## src/hw/rtl/ctlt_pkg.sv

```systemverilog
// ctlt_pkg: shared field widths, opcode, status and sequencer state types,
// and the address fold used to pick a lock token
// no dependencies
package ctlt_pkg;

    localparam int OP_W     = 2;
    localparam int CPU_W    = 3;
    localparam int ADDR_W   = 48;
    localparam int STATUS_W = 3;
    localparam int TOKEN_W  = 6;
    localparam int OWNER_W  = 4;
    localparam int COUNT_W  = 5;

    localparam int FOLD_SHIFT_A = 6;
    localparam int FOLD_SHIFT_B = 12;
    localparam int FOLD_SHIFT_C = 18;
    localparam int FOLD_SHIFT_D = 24;

    typedef enum logic [OP_W-1:0] {
        OP_ACQUIRE     = 2'd0,
        OP_RELEASE     = 2'd1,
        OP_RELEASE_ALL = 2'd2,
        OP_QUERY       = 2'd3
    } ctlt_op_t;

    typedef enum logic [STATUS_W-1:0] {
        ST_GRANTED      = 3'd0,
        ST_HELD         = 3'd1,
        ST_BUSY         = 3'd2,
        ST_RELEASED     = 3'd3,
        ST_NOT_OWNER    = 3'd4,
        ST_LIST_FULL    = 3'd5,
        ST_NULL_ADDR    = 3'd6,
        ST_ALL_RELEASED = 3'd7
    } ctlt_status_t;

    typedef enum logic [1:0] {
        S_CLEAR = 2'd0,
        S_IDLE  = 2'd1,
        S_EXEC  = 2'd2,
        S_SWEEP = 2'd3
    } ctlt_state_t;

    // xor fold of the address, caller keeps the low index bits
    function automatic logic [ADDR_W-1:0] fold_addr(input logic [ADDR_W-1:0] addr);
        return (addr >> FOLD_SHIFT_A) ^ (addr >> FOLD_SHIFT_B)
             ^ (addr >> FOLD_SHIFT_C) ^ (addr >> FOLD_SHIFT_D);
    endfunction

endpackage

```

## src/hw/rtl/ctlt_req_if.sv

```systemverilog
// ctlt_req_if: request channel, valid/ready with opcode, cpu and address
// depends on ctlt_pkg
interface ctlt_req_if;
    logic                          valid;
    logic                          ready;
    logic [ctlt_pkg::OP_W-1:0]     opcode;
    logic [ctlt_pkg::CPU_W-1:0]    cpu_number;
    logic [ctlt_pkg::ADDR_W-1:0]   resource_address;

    modport source (output valid, output opcode, output cpu_number,
                    output resource_address, input ready);
    modport sink   (input valid, input opcode, input cpu_number,
                    input resource_address, output ready);
endinterface

```

## src/hw/rtl/ctlt_rsp_if.sv

```systemverilog
// ctlt_rsp_if: response channel, valid/ready with status and token fields
// depends on ctlt_pkg
interface ctlt_rsp_if;
    logic                           valid;
    logic                           ready;
    logic [ctlt_pkg::STATUS_W-1:0]  status;
    logic [ctlt_pkg::TOKEN_W-1:0]   token_index;
    logic [ctlt_pkg::OWNER_W-1:0]   current_owner;
    logic [ctlt_pkg::COUNT_W-1:0]   released_count;
    logic                           is_holding;

    modport source (output valid, output status, output token_index,
                    output current_owner, output released_count,
                    output is_holding, input ready);
    modport sink   (input valid, input status, input token_index,
                    input current_owner, input released_count,
                    input is_holding, output ready);
endinterface

```

## src/hw/rtl/ctlt_ram.sv

```systemverilog
// ctlt_ram: generic single write port, single read port ram, registered read
// no dependencies
module ctlt_ram #(
    parameter int WIDTH = 4,
    parameter int DEPTH = 64
) (
    input  logic                     clk,
    input  logic                     wr_en,
    input  logic [$clog2(DEPTH)-1:0] wr_addr,
    input  logic [WIDTH-1:0]         wr_data,
    input  logic                     rd_en,
    input  logic [$clog2(DEPTH)-1:0] rd_addr,
    output logic [WIDTH-1:0]         rd_data
);

    logic [WIDTH-1:0] mem [DEPTH];
    logic [WIDTH-1:0] rd_data_reg;

    always_ff @(posedge clk)
    begin
        if (wr_en)
        begin
            mem[wr_addr] <= wr_data;
        end
        if (rd_en)
        begin
            rd_data_reg <= mem[rd_addr];
        end
    end

    assign rd_data = rd_data_reg;

endmodule

```

## src/hw/rtl/cpu_token_lock_table.sv

```systemverilog
// cpu_token_lock_table: lock token table with per cpu hold counts
// depends on ctlt_pkg, ctlt_req_if, ctlt_rsp_if, ctlt_ram
//
// usage
//   req carries one lock request per beat: opcode (acquire, release,
//   release all, query), cpu number and resource address. the address is
//   xor folded into a token index. rsp returns one result beat per request:
//   status, token index, owner after the request, freed count, holding flag.
//   a single token request reads the owner ram in its accept cycle
//   (registered read port), then decides and writes back in the decide
//   state. a new request is taken only back in idle, so the block does not
//   take a request before it is through with the last one.
//   release all walks the owner ram one entry per cycle through the same
//   read port before its decide state; for a cpu number outside the pool
//   of cpus it skips the walk and goes straight to the decide state.
//   after reset a clearing pass writes every owner entry free, with
//   req.ready low all the while.
//   the result sits in an output register; while it waits the block goes
//   on to take the next request, and only stalls in its decide cycle if the
//   previous result is still not taken by then.
module cpu_token_lock_table #(
    parameter int POOL_SIZE = 64,
    parameter int CPU_COUNT = 8,
    parameter int MAX_HELD  = 16
) (
    input  logic              clk,
    input  logic              rst_n,
    ctlt_req_if.sink          req,
    ctlt_rsp_if.source        rsp
);

    localparam int IDX_W  = $clog2(POOL_SIZE);
    localparam int CNT_W  = $clog2(POOL_SIZE + 1);
    localparam int OWN_W  = $clog2(CPU_COUNT + 1);
    localparam int HELD_W = $clog2(MAX_HELD + 1);
    localparam int CPU_IW = (CPU_COUNT > 1) ? $clog2(CPU_COUNT) : 1;

    localparam logic [OWN_W-1:0]  FREE_MARK = OWN_W'(CPU_COUNT);
    localparam logic [CNT_W-1:0]  POOL_END  = CNT_W'(POOL_SIZE);
    localparam logic [IDX_W-1:0]  IDX_LAST  = IDX_W'(POOL_SIZE - 1);
    localparam logic [HELD_W-1:0] HELD_MAX  = HELD_W'(MAX_HELD);
    localparam int                REL_SAT   = (1 << ctlt_pkg::COUNT_W) - 1;

    // sequencer and request registers
    ctlt_pkg::ctlt_state_t          state_reg, state_next;
    logic [CNT_W-1:0]               cnt_reg, cnt_next;
    logic                           chk_vld_reg, chk_vld_next;
    logic [IDX_W-1:0]               chk_addr_reg, chk_addr_next;
    ctlt_pkg::ctlt_op_t             op_reg, op_next;
    logic [ctlt_pkg::CPU_W-1:0]     cpu_reg, cpu_next;
    logic                           cpu_ok_reg, cpu_ok_next;
    logic [IDX_W-1:0]               idx_reg, idx_next;
    logic                           null_reg, null_next;
    logic [CNT_W-1:0]               rel_reg, rel_next;
    logic [HELD_W-1:0]              held_reg [CPU_COUNT];
    logic [HELD_W-1:0]              held_next [CPU_COUNT];

    // output register
    logic                           out_valid_reg, out_valid_next;
    ctlt_pkg::ctlt_status_t         out_status_reg, out_status_next;
    logic [ctlt_pkg::TOKEN_W-1:0]   out_token_reg, out_token_next;
    logic [ctlt_pkg::OWNER_W-1:0]   out_owner_reg, out_owner_next;
    logic [ctlt_pkg::COUNT_W-1:0]   out_count_reg, out_count_next;
    logic                           out_holding_reg, out_holding_next;

    // owner ram ports
    logic                           ram_wr_en;
    logic [IDX_W-1:0]               ram_wr_addr;
    logic [OWN_W-1:0]               ram_wr_data;
    logic                           ram_rd_en;
    logic [IDX_W-1:0]               ram_rd_addr;
    logic [OWN_W-1:0]               ram_rd_data;

    // decode helpers
    logic [ctlt_pkg::ADDR_W-1:0]    fold;
    logic [IDX_W-1:0]               req_idx;
    logic                           req_cpu_ok;
    logic                           req_go_sweep;
    logic [CPU_IW-1:0]              cpu_sel;
    logic [HELD_W-1:0]              held_cur;
    logic                           own_match;
    logic                           owner_free;
    logic                           out_free;
    ctlt_pkg::ctlt_status_t         res_status;
    logic [OWN_W-1:0]               res_owner;

    ctlt_ram #(
        .WIDTH (OWN_W),
        .DEPTH (POOL_SIZE)
    ) u_owner_ram (
        .clk     (clk),
        .wr_en   (ram_wr_en),
        .wr_addr (ram_wr_addr),
        .wr_data (ram_wr_data),
        .rd_en   (ram_rd_en),
        .rd_addr (ram_rd_addr),
        .rd_data (ram_rd_data)
    );

    // request decode
    assign fold         = ctlt_pkg::fold_addr(req.resource_address);
    assign req_idx      = fold[IDX_W-1:0];
    assign req_cpu_ok   = int'(req.cpu_number) < CPU_COUNT;
    assign req_go_sweep = (req.opcode == ctlt_pkg::OP_RELEASE_ALL) && req_cpu_ok;

    // owner lookup against the latched cpu
    assign cpu_sel    = CPU_IW'(cpu_reg);
    assign held_cur   = cpu_ok_reg ? held_reg[cpu_sel] : '0;
    assign own_match  = cpu_ok_reg && (int'(ram_rd_data) == int'(cpu_reg));
    assign owner_free = ram_rd_data == FREE_MARK;
    assign out_free   = !out_valid_reg || rsp.ready;

    assign req.ready = state_reg == ctlt_pkg::S_IDLE;

    assign rsp.valid          = out_valid_reg;
    assign rsp.status         = out_status_reg;
    assign rsp.token_index    = out_token_reg;
    assign rsp.current_owner  = out_owner_reg;
    assign rsp.released_count = out_count_reg;
    assign rsp.is_holding     = out_holding_reg;

    // next state
    always_comb
    begin
        state_next = state_reg;
        unique case (state_reg)
            ctlt_pkg::S_CLEAR:
            begin
                if (cnt_reg[IDX_W-1:0] == IDX_LAST)
                begin
                    state_next = ctlt_pkg::S_IDLE;
                end
            end
            ctlt_pkg::S_IDLE:
            begin
                if (req.valid)
                begin
                    state_next = req_go_sweep ? ctlt_pkg::S_SWEEP : ctlt_pkg::S_EXEC;
                end
            end
            ctlt_pkg::S_SWEEP:
            begin
                if ((cnt_reg == POOL_END) && !chk_vld_reg)
                begin
                    state_next = ctlt_pkg::S_EXEC;
                end
            end
            ctlt_pkg::S_EXEC:
            begin
                if (out_free)
                begin
                    state_next = ctlt_pkg::S_IDLE;
                end
            end
            default:
            begin
                state_next = ctlt_pkg::S_CLEAR;
            end
        endcase
    end

    // result of a single token request, from the owner just read
    always_comb
    begin
        res_status = ctlt_pkg::ST_ALL_RELEASED;
        res_owner  = FREE_MARK;
        if (op_reg != ctlt_pkg::OP_RELEASE_ALL)
        begin
            if (null_reg)
            begin
                res_status = ctlt_pkg::ST_NULL_ADDR;
            end
            else
            begin
                res_owner = ram_rd_data;
                unique case (op_reg)
                    ctlt_pkg::OP_ACQUIRE:
                    begin
                        if (own_match)
                        begin
                            res_status = ctlt_pkg::ST_HELD;
                        end
                        else if (!owner_free)
                        begin
                            res_status = ctlt_pkg::ST_BUSY;
                        end
                        else if (!cpu_ok_reg || (held_cur >= HELD_MAX))
                        begin
                            res_status = ctlt_pkg::ST_LIST_FULL;
                        end
                        else
                        begin
                            res_status = ctlt_pkg::ST_GRANTED;
                            res_owner  = OWN_W'(cpu_reg);
                        end
                    end
                    ctlt_pkg::OP_RELEASE:
                    begin
                        if (own_match)
                        begin
                            res_status = ctlt_pkg::ST_RELEASED;
                            res_owner  = FREE_MARK;
                        end
                        else
                        begin
                            res_status = ctlt_pkg::ST_NOT_OWNER;
                        end
                    end
                    ctlt_pkg::OP_QUERY:
                    begin
                        if (own_match)
                        begin
                            res_status = ctlt_pkg::ST_HELD;
                        end
                        else if (!owner_free)
                        begin
                            res_status = ctlt_pkg::ST_BUSY;
                        end
                        else
                        begin
                            res_status = ctlt_pkg::ST_RELEASED;
                        end
                    end
                    default:
                    begin
                        res_status = ctlt_pkg::ST_ALL_RELEASED;
                    end
                endcase
            end
        end
    end

    // datapath, ram control and output register next values
    always_comb
    begin
        cnt_next         = cnt_reg;
        chk_vld_next     = chk_vld_reg;
        chk_addr_next    = chk_addr_reg;
        op_next          = op_reg;
        cpu_next         = cpu_reg;
        cpu_ok_next      = cpu_ok_reg;
        idx_next         = idx_reg;
        null_next        = null_reg;
        rel_next         = rel_reg;
        held_next        = held_reg;
        out_valid_next   = out_valid_reg && !rsp.ready;
        out_status_next  = out_status_reg;
        out_token_next   = out_token_reg;
        out_owner_next   = out_owner_reg;
        out_count_next   = out_count_reg;
        out_holding_next = out_holding_reg;
        ram_wr_en        = 1'b0;
        ram_wr_addr      = idx_reg;
        ram_wr_data      = FREE_MARK;
        ram_rd_en        = 1'b0;
        ram_rd_addr      = req_idx;

        unique case (state_reg)
            ctlt_pkg::S_CLEAR:
            begin
                ram_wr_en   = 1'b1;
                ram_wr_addr = cnt_reg[IDX_W-1:0];
                cnt_next    = cnt_reg + 1'b1;
            end
            ctlt_pkg::S_IDLE:
            begin
                if (req.valid)
                begin
                    op_next      = ctlt_pkg::ctlt_op_t'(req.opcode);
                    cpu_next     = req.cpu_number;
                    cpu_ok_next  = req_cpu_ok;
                    idx_next     = req_idx;
                    null_next    = req.resource_address == '0;
                    rel_next     = '0;
                    cnt_next     = '0;
                    chk_vld_next = 1'b0;
                    ram_rd_en    = 1'b1;
                end
            end
            ctlt_pkg::S_SWEEP:
            begin
                // check the entry read last cycle while reading the next one
                if (chk_vld_reg && own_match)
                begin
                    ram_wr_en   = 1'b1;
                    ram_wr_addr = chk_addr_reg;
                    rel_next    = rel_reg + 1'b1;
                end
                if (cnt_reg != POOL_END)
                begin
                    ram_rd_en     = 1'b1;
                    ram_rd_addr   = cnt_reg[IDX_W-1:0];
                    chk_addr_next = cnt_reg[IDX_W-1:0];
                    chk_vld_next  = 1'b1;
                    cnt_next      = cnt_reg + 1'b1;
                end
                else
                begin
                    chk_vld_next = 1'b0;
                end
            end
            ctlt_pkg::S_EXEC:
            begin
                if (out_free)
                begin
                    out_valid_next   = 1'b1;
                    out_status_next  = res_status;
                    out_owner_next   = ctlt_pkg::OWNER_W'(res_owner);
                    out_holding_next = 1'b0;
                    out_count_next   = '0;
                    out_token_next   = '0;
                    if (op_reg == ctlt_pkg::OP_RELEASE_ALL)
                    begin
                        out_count_next = (int'(rel_reg) > REL_SAT)
                                       ? ctlt_pkg::COUNT_W'(REL_SAT)
                                       : ctlt_pkg::COUNT_W'(rel_reg);
                        if (cpu_ok_reg)
                        begin
                            held_next[cpu_sel] = '0;
                        end
                    end
                    else if (!null_reg)
                    begin
                        out_token_next   = ctlt_pkg::TOKEN_W'(idx_reg);
                        out_holding_next = cpu_ok_reg
                                        && (int'(res_owner) == int'(cpu_reg));
                        if (res_status == ctlt_pkg::ST_GRANTED)
                        begin
                            ram_wr_en          = 1'b1;
                            ram_wr_data        = res_owner;
                            held_next[cpu_sel] = held_cur + 1'b1;
                        end
                        else if ((op_reg == ctlt_pkg::OP_RELEASE)
                              && (res_status == ctlt_pkg::ST_RELEASED))
                        begin
                            ram_wr_en = 1'b1;
                            if (held_cur != '0)
                            begin
                                held_next[cpu_sel] = held_cur - 1'b1;
                            end
                        end
                    end
                end
            end
            default:
            begin
                cnt_next = '0;
            end
        endcase
    end

    always_ff @(posedge clk or negedge rst_n)
    begin
        if (!rst_n)
        begin
            state_reg     <= ctlt_pkg::S_CLEAR;
            cnt_reg       <= '0;
            chk_vld_reg   <= 1'b0;
            out_valid_reg <= 1'b0;
            for (int i = 0; i < CPU_COUNT; i++)
            begin
                held_reg[i] <= '0;
            end
        end
        else
        begin
            state_reg     <= state_next;
            cnt_reg       <= cnt_next;
            chk_vld_reg   <= chk_vld_next;
            out_valid_reg <= out_valid_next;
            held_reg      <= held_next;
        end
    end

    always_ff @(posedge clk)
    begin
        chk_addr_reg    <= chk_addr_next;
        op_reg          <= op_next;
        cpu_reg         <= cpu_next;
        cpu_ok_reg      <= cpu_ok_next;
        idx_reg         <= idx_next;
        null_reg        <= null_next;
        rel_reg         <= rel_next;
        out_status_reg  <= out_status_next;
        out_token_reg   <= out_token_next;
        out_owner_reg   <= out_owner_next;
        out_count_reg   <= out_count_next;
        out_holding_reg <= out_holding_next;
    end

    // a result only appears out of the decide cycle
    a_result_from_exec: assert property (@(posedge clk) disable iff (!rst_n)
        $rose(out_valid_reg) |-> $past(state_reg) == ctlt_pkg::S_EXEC)
        else $error("result beat raised outside the decide cycle");

    // a grant always leaves the requester holding the token
    a_grant_holds: assert property (@(posedge clk) disable iff (!rst_n)
        out_valid_reg && (out_status_reg == ctlt_pkg::ST_GRANTED) |-> out_holding_reg)
        else $error("granted token not reported as held");

    // a single token request goes straight from accept to decide
    a_accept_to_exec: assert property (@(posedge clk) disable iff (!rst_n)
        req.valid && req.ready && !req_go_sweep |=> state_reg == ctlt_pkg::S_EXEC)
        else $error("single token request did not reach the decide cycle");

    // per cpu hold count never passes its limit
    a_held_limit: assert property (@(posedge clk) disable iff (!rst_n)
        cpu_ok_reg |-> held_reg[cpu_sel] <= HELD_MAX)
        else $error("hold count above limit");

    // no ram write while waiting for a request
    a_idle_no_write: assert property (@(posedge clk) disable iff (!rst_n)
        state_reg == ctlt_pkg::S_IDLE |-> !ram_wr_en)
        else $error("owner ram written while idle");

endmodule

```

## src/flat_wrapper.sv

```systemverilog
// flat-port wrapper written by rule: the top's interface ports become plain ports
module cpu_token_lock_table_flat 
#(
    parameter int POOL_SIZE = 64,
    parameter int CPU_COUNT = 8,
    parameter int MAX_HELD  = 16
)
  (clk, rst_n, req_valid, req_opcode, req_cpu_number, req_resource_address, req_ready, rsp_valid, rsp_status, rsp_token_index, rsp_current_owner, rsp_released_count, rsp_is_holding, rsp_ready);
  ctlt_req_if req_i ();
  ctlt_rsp_if rsp_i ();
  input  logic clk;
  input  logic rst_n;
  input wire logic [$bits(req_i.valid)-1:0] req_valid;
  input wire logic [$bits(req_i.opcode)-1:0] req_opcode;
  input wire logic [$bits(req_i.cpu_number)-1:0] req_cpu_number;
  input wire logic [$bits(req_i.resource_address)-1:0] req_resource_address;
  output wire logic [$bits(req_i.ready)-1:0] req_ready;
  output wire logic [$bits(rsp_i.valid)-1:0] rsp_valid;
  output wire logic [$bits(rsp_i.status)-1:0] rsp_status;
  output wire logic [$bits(rsp_i.token_index)-1:0] rsp_token_index;
  output wire logic [$bits(rsp_i.current_owner)-1:0] rsp_current_owner;
  output wire logic [$bits(rsp_i.released_count)-1:0] rsp_released_count;
  output wire logic [$bits(rsp_i.is_holding)-1:0] rsp_is_holding;
  input wire logic [$bits(rsp_i.ready)-1:0] rsp_ready;
  assign req_i.valid = req_valid;
  assign req_i.opcode = req_opcode;
  assign req_i.cpu_number = req_cpu_number;
  assign req_i.resource_address = req_resource_address;
  assign req_ready = req_i.ready;
  assign rsp_valid = rsp_i.valid;
  assign rsp_status = rsp_i.status;
  assign rsp_token_index = rsp_i.token_index;
  assign rsp_current_owner = rsp_i.current_owner;
  assign rsp_released_count = rsp_i.released_count;
  assign rsp_is_holding = rsp_i.is_holding;
  assign rsp_i.ready = rsp_ready;
  cpu_token_lock_table #(.POOL_SIZE(POOL_SIZE), .CPU_COUNT(CPU_COUNT), .MAX_HELD(MAX_HELD)) u_core (.clk(clk), .rst_n(rst_n), .req(req_i), .rsp(rsp_i));
endmodule
```

## config.mk

```make
export PLATFORM = sky130hd
export DESIGN_NAME = cpu_token_lock_table_flat
export DESIGN_NICKNAME = d
export VERILOG_FILES = /design/src/hw/rtl/ctlt_pkg.sv /design/src/hw/rtl/ctlt_req_if.sv /design/src/hw/rtl/ctlt_rsp_if.sv /design/src/hw/rtl/ctlt_ram.sv /design/src/hw/rtl/cpu_token_lock_table.sv /design/src/flat_wrapper.sv
export SDC_FILE = /design/constraint.sdc
export NUM_CORES = 1
export LEC_CHECK = 0
export BUFFER_PORTS_ARGS = -buffer_cell sky130_fd_sc_hd__buf_4
export CELL_PAD_IN_SITES_DETAIL_PLACEMENT = 2
export CELL_PAD_IN_SITES_GLOBAL_PLACEMENT = 2
export CORE_MARGIN = 4
export CORE_UTILIZATION = 46
export CTS_CLUSTER_DIAMETER = 60
export DETAILED_ROUTE_END_ITERATION = 12
export PLACE_DENSITY_LB_ADDON = 0.05
export SYNTH_ARGS = -nofsm -noshare
export SYNTH_HDL_FRONTEND = slang
export SYNTH_HIERARCHICAL = 1
export SYNTH_SLANG_ARGS = --single-unit
```

## constraint.sdc

```tcl
create_clock -name clk -period 7.17 [get_ports clk]
set_input_delay 0.3585 -clock clk [delete_from_list [all_inputs] [get_ports clk]]
set_output_delay 0.3585 -clock clk [all_outputs]
set_load 0.02 [all_outputs]
```

==> out/summary.txt <==
via count -> 9,112
clock sinks -> 355
endpoints failing hold -> 0
YS warnings -> 6
WS Path Type -> reg2reg
post-cts sizing count -> 0
# DRC -> 0
met3 wire len -> 1.60 mm
DRT iter0 DRCs -> 630
Clock Latency Late Sink -> 0.53 ns
Worst Path Required -> 7.45 ns
final setup fails -> 0
Worst Hold Class -> in2reg
Slew headroom -> 0.139
Global Route Usage Sum -> 0.231
Final period util -> 0.653
commonest cells after routing, fill and taps aside -> edfxtp_1, buf_4, nor2_1, mux4_2, dfrtp_1
area added between synthesis and finish -> 14.6%
Max-Cap Viols -> 0
post-route cell area -> 17,900 sq um
hpwl dp -> 27.5 mm
EDFF count, synth -> 304
vias in the first global route -> 10,000
outcome -> finished, final reports clean
Die Area -> 37,000 sq um
Ports -> 78
Post-Syn Instances -> 972
final core occ -> 0.533
total negative slack -> 0 ns
net count reported at finish -> 1,127
global-route wire length before repair -> 64.3 mm
slowest stage cell on the critical path -> ha_1
Crit Path Max Fanout -> 31
Synth Net Count -> 1,039
Routability Congestion -> 0.761
total CTS buffers -> 39
commonest non-fill, non-tap cell in the layout -> edfxtp_1
Antenna Violating Nets Remaining -> 0
max reg flops -> 256
CP max stage delay -> 0.59 ns
Max Clk Rate -> 0.214 GHz
ant diodes -> 0
CP arrival -> 4.96 ns
Leak -> 5.97 nW
synthesized flop and latch total -> 355
H-tree depth -> 2
Worst setup EP type -> flip-flop
VDD IR max -> 229 uV
power per cell area -> 381 nW/um^2
Root Driver -> clkbuf_16
min Tclk post-route -> 4.68 ns
share of post-route cells with drive strength above 1 -> 0.233
Worst Tran Pin Value -> 1.28 ns
hold-fix buffer count after cts -> 1
largest net degree at the start of global routing -> 68
gr ovfl total -> 0
Setup crit start kind -> flip-flop
Core Box Area -> 33,500 sq um
asr flop ratio synth -> 0.144
initial antenna violation count -> 0
CTS tree -> yes
cells along the critical path -> ha_1 > nand2_1 > inv_1 > nor2_1 > a21oi_4 > buf_12 > mux4_2 > or3_1 > o2111ai_1 > o41ai_1 > a211o_1
clock skew -> 0.0251 ns
max-slew violation count -> 0
Cell Rows -> 67
die height -> 192 um
First-pass DRT Iterations -> 5
sequential cell area fraction in the yosys report -> 0.666
Max Root-Sink Buffers -> 3
postcts setup bufs -> 0
Avg Cell Area, Syn -> 16.1 sq um
DR WL/cell -> 27.5 um
met2 wire length -> 21.5 mm
Die X -> 192 um
Vias/cell -> 5.93
Met1 Wirelength -> 18.0 mm
RSZ-0062 raised after global routing -> false
placed cell area -> 16,600 sq um
port bufs -> 77
initial core utilization -> 0.466
Post-Syn Area -> 15,600 sq um
final WL -> 42.2 mm
Synth Flop Type -> edfxtp_1
Max Used Layer -> met4
Clock transition at path regs -> 0.06 ns
distinct cell type count after synthesis -> 75
-- worst max-delay path: cells and delay by family, from the launching register on --
family,cells,cell delay (ns)
fa+ha+maj,1,0.59
compound gates,4,1.21
simple gates,3,0.83
buf+inv,2,0.79
mux,1,0.53
flops,1,0.44
-- worst paths after layout --
kind / end / slack, ns / cells past startpoint / from
max: u_core/u_owner_ram/rd_data[2] / 2.49 / 11 / u_core/state_reg[1]
min: u_core/cpu_reg[1] / 0.04 / 1 / req_cpu_number[1]
max reg2reg: u_core/u_owner_ram/rd_data[2] / 2.49 / 11 / u_core/state_reg[1]
min reg2reg: u_core/held_reg[16] / 0.49 / 1 / u_core/held_reg[16]
max in group asynchronous: u_core/held_reg[9] / 6.25 / 2 / rst_n
min in group asynchronous: u_core/state_reg[0] / 0.42 / 2 / rst_n
-- synth_stat cells (all sizes together), types with 13 or more instances --
library cell	number	area (sq um)
and2	15	95.1
dfrtp	51	1280
buf	28	248
edfxtp	304	9130
nand2	37	139
clkbuf	23	98.8
mux2i	31	310
nor4	17	128
inv	22	82.6
xnor2	20	175
mux4	67	1560
nor3	16	90.1
mux2	31	364
o21ai	20	100
xor2	14	123
o22ai	13	81.3
nand3	18	90.1
nor2	98	378
-- where the power goes --
part           internal (mW)  leakage [nW]  switching, mW
sequential              2.52          3.20          0.156
combinational          0.799          2.16           1.34
clock                   1.18         0.614          0.807
total                   4.50          5.97           2.30
-- stage by stage --
stage	hold slack (ns)	instances	total power, mW	worst slack (ns)
floorplan	0.0629	972	4.19	1.11
global placement	0.463	1466	4.76	2.66
detailed placement	0.452	1466	4.84	2.49
CTS	0.0140	1536	6.87	2.47
global route	0.0134	1536	7.15	2.17
finish	0.0377	1536	6.81	2.49
-- final cells by class --
class | instances | area, sq um
clock buffers | 48 | 1010
well taps | 448 | 561
fillers | 3009 | 15600
repair buffers | 98 | 751
flip-flops and latches | 355 | 10400
multi-input cells | 544 | 4830
inverters | 22 | 82.6
clock inverters | 21 | 248
-- cell families after synthesis --
kind of cell	count (synthesis)	synth area share
flops	355	0.666
simple gates	268	0.0891
mux	129	0.143
compound gates	103	0.0470
buf+inv	73	0.0275
xor+xnor	34	0.0191
fa+ha+maj	10	0.00801
-- metal layers --
| metal | global-route usage | vias up |
|---|---|---|
| met4 | 0.0634 | 0 |
| met3 | 0.0329 | 72 |
| met2 | 0.399 | 221 |
| met1 | 0.308 | 4838 |
| met5 | 0 | - |
| li1 | - | 3981 |
Power figures use the tool's default switching activity.
